File: src/hdl/tsc_pkg.sv
// ---------------------------------------------------------------------------
// tsc_pkg
// Shared types and constants for the TIMEA sentence capture block.
// ---------------------------------------------------------------------------
package tsc_pkg;

	localparam int BUF_DEPTH = 128;
	localparam int ADDR_W    = $clog2(BUF_DEPTH);
	localparam int CNT_W     = $clog2(BUF_DEPTH + 1);
	localparam int LEN_W     = 8;

	localparam logic [7:0] CH_T  = 8'h54;
	localparam logic [7:0] CH_I  = 8'h49;
	localparam logic [7:0] CH_M  = 8'h4D;
	localparam logic [7:0] CH_E  = 8'h45;
	localparam logic [7:0] CH_A  = 8'h41;
	localparam logic [7:0] CH_CR = 8'h0D;
	localparam logic [7:0] CH_LF = 8'h0A;

	typedef enum logic [1:0] {
		REQ_BYTE    = 2'd0,
		REQ_TAKE    = 2'd1,
		REQ_READ    = 2'd2,
		REQ_RELEASE = 2'd3
	} req_t;

	typedef enum logic [3:0] {
		EV_IGNORED   = 4'd0,
		EV_STORED    = 4'd1,
		EV_CR        = 4'd2,
		EV_COMPLETE  = 4'd3,
		EV_ABORTED   = 4'd4,
		EV_TAKEN     = 4'd5,
		EV_TAKE_FAIL = 4'd6,
		EV_READ      = 4'd7,
		EV_RELEASED  = 4'd8
	} event_t;

	// expected header letter at a fill position; valid is low where none fits
	typedef struct packed {
		logic       valid;
		logic [7:0] ch;
	} hdr_char_t;

	function automatic hdr_char_t header_char(input logic [CNT_W-1:0] pos);
		hdr_char_t r;
		r.valid = 1'b1;
		case (pos)
			CNT_W'(1): r.ch = CH_I;
			CNT_W'(2): r.ch = CH_M;
			CNT_W'(3): r.ch = CH_E;
			CNT_W'(4): r.ch = CH_A;
			default: begin
				r.valid = 1'b0;
				r.ch    = 8'h00;
			end
		endcase
		return r;
	endfunction

endpackage

File: src/hdl/timea_sentence_capture.sv
// ---------------------------------------------------------------------------
// timea_sentence_capture
// Captures one "TIMEA" sentence from a received byte stream into a buffer.
// ---------------------------------------------------------------------------
// One transaction in, one result out. A new transaction is taken every cycle
// while results drain; each passes first through the stage for the flag
// update and buffer access (synchronous RAM with one write and one read
// port, registered read), then through the output register. The input
// stalls only while both stages hold a result and m_tready is low. The
// buffer needs no clearing pass.
module timea_sentence_capture
	import tsc_pkg::*;
(
	input  logic        clk,
	input  logic        arst_n,
	input  logic        s_tvalid,
	output logic        s_tready,
	input  logic [15:0] s_tdata,   // [7:0] rx_byte, [14:8] read_index, [15] zero
	input  logic [1:0]  s_tuser,   // [1:0] req_type
	output logic        m_tvalid,
	input  logic        m_tready,
	output logic [23:0] m_tdata,   // [7:0] frame_length, [15:8] read_data,
	                               // [16] frame_ready, [23:17] zero
	output logic [3:0]  m_tuser    // [3:0] event_res
);

	logic [7:0]        byte_store [BUF_DEPTH];

	logic [CNT_W-1:0]  fill_q;
	logic              hdr_q, cr_q, done_q, busy_q;

	logic [CNT_W-1:0]  fill_d;
	logic              hdr_d, cr_d, done_d, busy_d;
	event_t            ev_d;
	logic              wr_en;
	logic [ADDR_W-1:0] wr_addr;

	logic              v_s1;
	event_t            ev_s1;
	logic [LEN_W-1:0]  len_s1;
	logic              rdy_s1;
	logic              rd_s1;
	logic [7:0]        rdata_s1;

	logic              out_v_q;
	event_t            ev_q;
	logic [LEN_W-1:0]  len_q;
	logic [7:0]        data_q;
	logic              rdy_q;

	req_t              req;
	logic [7:0]        rx_byte;
	logic [6:0]        read_index;
	hdr_char_t         hc;
	logic              acc, move_s1;

	assign req        = req_t'(s_tuser);
	assign rx_byte    = s_tdata[7:0];
	assign read_index = s_tdata[14:8];
	assign hc         = header_char(fill_q);

	assign move_s1  = v_s1 && (!out_v_q || m_tready);
	assign s_tready = !v_s1 || !out_v_q || m_tready;
	assign acc      = s_tvalid && s_tready;

	always_comb begin
		fill_d  = fill_q;
		hdr_d   = hdr_q;
		cr_d    = cr_q;
		done_d  = done_q;
		busy_d  = busy_q;
		ev_d    = EV_IGNORED;
		wr_en   = 1'b0;
		wr_addr = fill_q[ADDR_W-1:0];
		case (req)
			REQ_BYTE: begin
				if (busy_q) begin
					ev_d = EV_IGNORED;
				end else if (hdr_q) begin
					if (cr_q) begin
						if (rx_byte == CH_LF) begin
							done_d = 1'b1;
							hdr_d  = 1'b0;
							cr_d   = 1'b0;
							ev_d   = EV_COMPLETE;
						end else begin
							fill_d = '0;
							hdr_d  = 1'b0;
							cr_d   = 1'b0;
							done_d = 1'b0;
							busy_d = 1'b0;
							ev_d   = EV_ABORTED;
						end
					end else if (rx_byte == CH_CR) begin
						cr_d = 1'b1;
						ev_d = EV_CR;
					end else if (fill_q >= CNT_W'(BUF_DEPTH)) begin
						fill_d = '0;
						hdr_d  = 1'b0;
						cr_d   = 1'b0;
						done_d = 1'b0;
						busy_d = 1'b0;
						ev_d   = EV_ABORTED;
					end else begin
						wr_en  = 1'b1;
						fill_d = fill_q + CNT_W'(1);
						ev_d   = EV_STORED;
					end
				end else if (rx_byte == CH_T) begin
					wr_en   = 1'b1;
					wr_addr = '0;
					fill_d  = CNT_W'(1);
					ev_d    = EV_STORED;
				end else if (fill_q != '0 && fill_q < CNT_W'(BUF_DEPTH) &&
						hc.valid && rx_byte == hc.ch) begin
					wr_en  = 1'b1;
					fill_d = fill_q + CNT_W'(1);
					ev_d   = EV_STORED;
					if (rx_byte == CH_A) begin
						done_d = 1'b0;
						hdr_d  = 1'b1;
					end
				end
			end
			REQ_TAKE: begin
				if (done_q) begin
					done_d = 1'b0;
					busy_d = 1'b1;
					ev_d   = EV_TAKEN;
				end else begin
					ev_d = EV_TAKE_FAIL;
				end
			end
			REQ_READ: begin
				ev_d = EV_READ;
			end
			default: begin
				fill_d = '0;
				hdr_d  = 1'b0;
				cr_d   = 1'b0;
				done_d = 1'b0;
				busy_d = 1'b0;
				ev_d   = EV_RELEASED;
			end
		endcase
	end

	// buffer RAM: the write of one transaction lands before any later read
	always_ff @(posedge clk) begin
		if (acc && wr_en) begin
			byte_store[wr_addr] <= rx_byte;
		end
		if (acc) begin
			rdata_s1 <= byte_store[read_index[ADDR_W-1:0]];
		end
	end

	always_ff @(posedge clk or negedge arst_n) begin
		if (!arst_n) begin
			fill_q  <= '0;
			hdr_q   <= 1'b0;
			cr_q    <= 1'b0;
			done_q  <= 1'b0;
			busy_q  <= 1'b0;
			v_s1    <= 1'b0;
			out_v_q <= 1'b0;
		end else begin
			if (acc) begin
				fill_q <= fill_d;
				hdr_q  <= hdr_d;
				cr_q   <= cr_d;
				done_q <= done_d;
				busy_q <= busy_d;
				v_s1   <= 1'b1;
			end else if (move_s1) begin
				v_s1 <= 1'b0;
			end
			if (move_s1) begin
				out_v_q <= 1'b1;
			end else if (m_tready) begin
				out_v_q <= 1'b0;
			end
		end
	end

	always_ff @(posedge clk) begin
		if (acc) begin
			ev_s1  <= ev_d;
			len_s1 <= LEN_W'(fill_d);
			rdy_s1 <= done_d;
			rd_s1  <= (req == REQ_READ) && ({1'b0, read_index} < 8'(BUF_DEPTH));
		end
		if (move_s1) begin
			ev_q   <= ev_s1;
			len_q  <= len_s1;
			rdy_q  <= rdy_s1;
			data_q <= rd_s1 ? rdata_s1 : 8'h00;
		end
	end

	assign m_tvalid = out_v_q;
	assign m_tuser  = ev_q;
	assign m_tdata  = {7'd0, rdy_q, data_q, len_q};

endmodule

File: config.mk
export PLATFORM = sky130hd
export DESIGN_NAME = timea_sentence_capture
export DESIGN_NICKNAME = d
export VERILOG_FILES = /design/src/hdl/tsc_pkg.sv /design/src/hdl/timea_sentence_capture.sv
export SDC_FILE = /design/constraint.sdc
export NUM_CORES = 1
export LEC_CHECK = 0
export ABC_AREA = 1
export BUFFER_PORTS_ARGS = -buffer_cell sky130_fd_sc_hd__buf_2
export CAP_MARGIN = 25
export CORE_MARGIN = 3
export CORE_UTILIZATION = 25
export CTS_CLUSTER_DIAMETER = 60
export DETAILED_ROUTE_END_ITERATION = 6
export SYNTH_ARGS = -nofsm -noshare
export SYNTH_HDL_FRONTEND = slang
export SYNTH_SLANG_ARGS = --single-unit
File: constraint.sdc
create_clock -name clk -period 2.91 [get_ports clk]
set_input_delay 0.291 -clock clk [delete_from_list [all_inputs] [get_ports clk]]
set_output_delay 0.291 -clock clk [all_outputs]
set_load 0.005 [all_outputs]
After elaboration in Yosys (flattened, before gate mapping)
Memory sizes are Yosys's and may differ from the RTL's. A register that Yosys moved wholly into a read port is not among the register bits. Index checks and enable logic that the tools add are counted. Widths: inputs -> output; s select.

Register bits: 49. Latch bits: 0. Bits in writable memories: 1024. ROM bits: 0. Input port bits: 22. Output and inout bits: 30. Memories: 1.

Memories: byte_store (depth 128, width 8, read ports 1, clocked after memory_dff 1, wr ports 1, line timea_sentence_capture.sv:27) `logic [7:0] byte_store [BUF_DEPTH];`.

$add $sub $neg: 1. Multipliers: 0. Div/mod/pow operators: 0. Magnitude comparators: 2. Equal/unequal tests: 14. Shift-type cells: 0. Mux-type cells: 65. Bitwise logic cells: 2. Reduce and logical (&&, ||, !) cells: 20.

Operator list (count): $mux 8 (8); $mux 1 (39); $mux 7 (4); $pmux 7 s4 (1); $eq 8x2->1 const B (2); $eq 8x4->1 const B (2); $eq 8x7->1 const B (2); $pmux 8 s2 (1); $mux 4 (3); $pmux 4 s3 (1); $mux 3 (3); $add 8x1->8 const B (1); $eq 8x1->1 const B (1); $eq 8x3->1 const B (1); $eq 8x8->1 (1); $ge 8x8->1 const B (1); $lt 8x8->1 const B (1); $reduce_bool 8->1 (1); $logic_and 1x1->1 (6); $ne 2x2->1 const B (3); $pmux 1 s2 (3); $reduce_and 3->1 (2); $reduce_and 4->1 (1); $reduce_bool 2->1 (2); other kinds (10) (14).

Depth between registers and ports, before layout
Depth after elaboration: 13. Gate-level depth with buffers: 17.

Least setup slack after synthesis
OpenSTA, ideal clock, no wires.

Path type: register to register. Start point: register fill_q[0]. End point: memory byte_store[30][0] (enable). Arrival: 2399 ps. Data required time: 2540 ps. Path slack: 141 ps. Cell stages (with the launch flop): 15. Path buffers: 2. Period minus slack after synthesis: 2769 ps. Cells stage by stage: dfrtp_1 > buf_2 > inv_1 > ha_1 > o21ai_0 > nand2_1 > nand2_1 > inv_2 > nor2_4 > nand2_2 > nand2_2 > nand4_1 > nand3b_1 > buf_2 > nor2_1.

Cells in the longest elaborated chain, start to end: 13. Elaborated cells on any way between the ends: 29. Those cells by class: order compare: 2; eq/ne: 5; mux: 16; reduce/logical: 6.

Ends and longest elaborated chain: start, declared (line timea_sentence_capture.sv:29) `logic [CNT_W-1:0] fill_q;`; start signal, assigned (line timea_sentence_capture.sv:169) `fill_q <= fill_d;`; parallel branches: the longest is 13 deep, another holds $eq 8x3->1; end, declared (line timea_sentence_capture.sv:27).

Several ways; the timed one is not identified.

Worst setup path in the final report
Start point: register fill_q[0]. End point: memory byte_store[41][7] (enable).

The elaborated chain is that of the path after synthesis.

==> results by group <==
Pwr
  – Pleak: 17.5 nW
  – PD cells: 632 mW/mm^2
  – Max VDD drop: 0.495 mV

Floorplanning
  – Die Ht: 426 um
  – Io pins: 52
  – Die W: ~430 um
  – Full die area: 0.181 mm^2
  – Rows: 153
  – Total core area: 0.174 mm^2
  – Initial Util: 25.3%

Cells and area
  – Post-Layout Cell Count: 6,250
  – Share of cells above drive strength 1: 13.8%
  – Area Overhead vs Synth: 18.9%
  – Fill count: 17,500
  – Nets: 3,863

Detailed routing
  – Via count: 29,600
  – DRT Pass-1 Iters: 6
  – DR WL/cell: 19.7 um
  – DR iter-0 viols: 3,675
  – DRC violations left: 0
  – Avg Vias per Cell: around 4.7
  – WL final: 123,000 um
  – Post-DRT Antenna Nets: 0

Global route
  – Vias in the first global route: 29,400
  – Total global-route track usage: 13.3%
  – First-pass GRT wire length: 185,000 um
  – Antenna violations before repair: 8
  – Pin count of the biggest net entering global routing: 130
  – GR Overflow Total: 0

Clock tree
  – Post-CTS setup buffers: 0
  – Clk slew on worst S/H paths: ~60 ps
  – Clk_lat worst skew: about 710 ps
  – H-tree levels: 3
  – CTS tree: built
  – Root buf cell: clkbuf_16
  – CTS Buf Count: 110
  – CTS sink cnt: between 1,000 and 1,500
  – Clock tree buffer depth: 3

Run
  – Max-cap violations: 0

Timing
  – Post-route setup slack: between 100 and 150 ps
  – Total negative slack: 0 ps
  – Clock Skews: slightly above 50 ps
  – Final setup vio count: 0
  – RSZ-0062 raised after global routing: true
  – Slew HR: 30.9%
  – Final period utilization: 95.7%
  – Post-route minimum period: 2780 ps
  – Hold Violations, Final: 0
  – Hold Worst Slack: roughly 70 ps
  – Tightest Pin Transition: approximately 1000 ps
  – Final slew viol count: 0
  – F_max: 0.359 GHz

Placed design
  – DP Worst Slack: -64.7 ps
  – GPL Wtd Cong: around 0.87
  – HPWL after DPL: 74,800 um
  – # port buffers: 43
  – DP Cell Count: 6,041

Worst setup path
  – Crit path max fanout: 8
  – Worst setup path class: flop to flop
  – Worst setup SP type: flop
  – Worst Path Arrival: 3150 ps
  – Worst Path Required: around 3300 ps
  – Crit end category: flop

Yosys
  – Synth area leaders: edfxtp_1, o21ai_0, nor2_1, nand2_1, o22ai_1
  – Number of synthesized flops with an enable pin: ~1,100
  – Dominant cell by count in the synthesized netlist: edfxtp_1
  – Unique masters post-synth: 39
  – Cells after Synth: 3,648
  – Most used DFF post-synth: edfxtp_1
  – Async set or reset register ratio after synthesis: 1.30%
  – Post-synth top cells: edfxtp_1, nor2_1, nand2_1, o21ai_0, o22ai_1
  – Yosys warning count: 0
  – Cell Area, Synth: 0.0440 mm^2
  – Syn_area_per_cell: 12.1 um^2
  – Yosys top cell by area: edfxtp_1
  – Share of the synthesized area in the top cell type: 72.7%
  – FF+latch count, synth: between 1,000 and 1,500
  – Post-synthesis sequential area ratio: approximately three quarters

Min path
  – HP Class: primary input to async pin

Outcome
  – Status: finished, final reports clean
## power breakdown
group / internal (mW) / switching [mW]
sequential: 17.2 / 0.0347
combinational: 0.573 / 1.57
clock: 7.63 / 6.10
total: 25.4 / 7.70
## cell usage in the layout (no fill, tap or decap), types with 5 or more instances in the layout
cell / netlist / final
clkinv_2: 0 / 15
nor2_1: 662 / 632
o22ai_1: 256 / 256
bufinv_16: 0 / 5
nor2_4: 2 / 12
dfrtp_1: 14 / 12
clkbuf_16: 0 / 114
a21oi_1: 19 / 18
clkinvlp_4: 0 / 11
dlygate4sd3_1: 0 / 5
buf_2: 63 / 32
inv_1: 53 / 49
clkinv_1: 1 / 24
buf_4: 13 / 234
nor2_2: 13 / 33
clkinv_4: 0 / 6
nand3_2: 6 / 5
nand2_1: 538 / 538
inv_2: 5 / 5
ha_1: 8 / 7
clkbuf_1: 160 / 19
nand3_1: 198 / 198
conb_1: 1 / 7
buf_12: 0 / 40
o21ai_0: 525 / 525
nand4_1: 5 / 5
edfxtp_1: 1067 / 1067
## layer usage
layer | track usage, % | vias up | share of wire [%]
met5 | 0 | - | 0
met4 | 5.24 | 0 | 3.5
met3 | 2.20 | 235 | 7.2
met2 | 21.6 | 1185 | 47
met1 | 17.6 | 14600 | 42
li1 | - | 13500 | -
## worst paths after layout
kind,from,to,slack [ps],cells after the start
worst max-delay path,fill_q[0],byte_store[41][7],130,16
worst min-delay path,arst_n,fill_q[5],70,2
worst max register to register,fill_q[0],byte_store[41][7],130,16
worst min register to register,ev_s1[0],m_tuser[0],410,0
max in group asynchronous,arst_n,cr_q,2540,2
min in group clk,s_tdata[2],byte_store[20][2],70,2
## worst max-delay path, cell delays in order (launching register included)
cell and delay (ps):
dfrtp_2 440, inv_2 100, ha_2 200, inv_1 40, nand2_1 60, nand2_1 80, nand2_1 80, nand3_2 90
nor2_4 100, nand2_2 60, nand2_2 100, nand3_4 100, nor3_4 210, nand3_2 110, buf_12 180, buf_12 150
nor2_2 330
## sequential cells by signal (all words and copies together) (netlist names)
signal	count
cr_q	1
m_tvalid	1
m_tuser	4
hdr_q	1
rdata_s1	8
fill_q	8
v_s1	1
data_q	8
byte_store	1024
len_q	8
len_s1	8
busy_q	1
done_q	1
rdy_q	1
rdy_s1	1
ev_s1	4
rd_s1	1
## timing repair
item                                    4_1_cts  5_1_grt
endpoints found under the hold margin        18        0
hold buffers                                  5        0
pin swaps                                     0        1
gates resized for setup                       3       47
endpoints found under the setup margin       24      616
## cells by family after synthesis
group                    count (synthesis)  share of synthesized area, %
AND/OR/NAND/NOR                       1439                          13.2
flip-flops                            1081                          73.5
AO/OA/AOI/OAI                          807                          9.93
buffers and inverters                  309                          3.00
adder cells (fa/ha/maj)                  8                         0.227
XOR/XNOR                                 3                        0.0597
other                                    1                       0.00851
## metrics by stage
stage	cell area, um^2	utilization (%)	power, mW
6_report	52400	30.0	33.1
5_1_grt	52400	30.0	34.1
3_5_place_dp	48700	27.9	19.7
2_1_floorplan	44100	-	18.7
4_1_cts	52200	29.9	33.3
3_3_place_gp	48700	27.9	19.7
## layout make-up
class	count	area [um^2]	area share (%)
tap	2325	2910	5.55
inverter	60	245	0.468
antenna	4	10.0	0.0191
timing repair buffer	316	2830	5.40
clock inverter	67	572	1.09
multi-input combinational	2264	10500	20.0
clock buffer	133	2920	5.58
sequential	1081	32400	61.8
No activity file was read; power rests on OpenSTA's default activity.
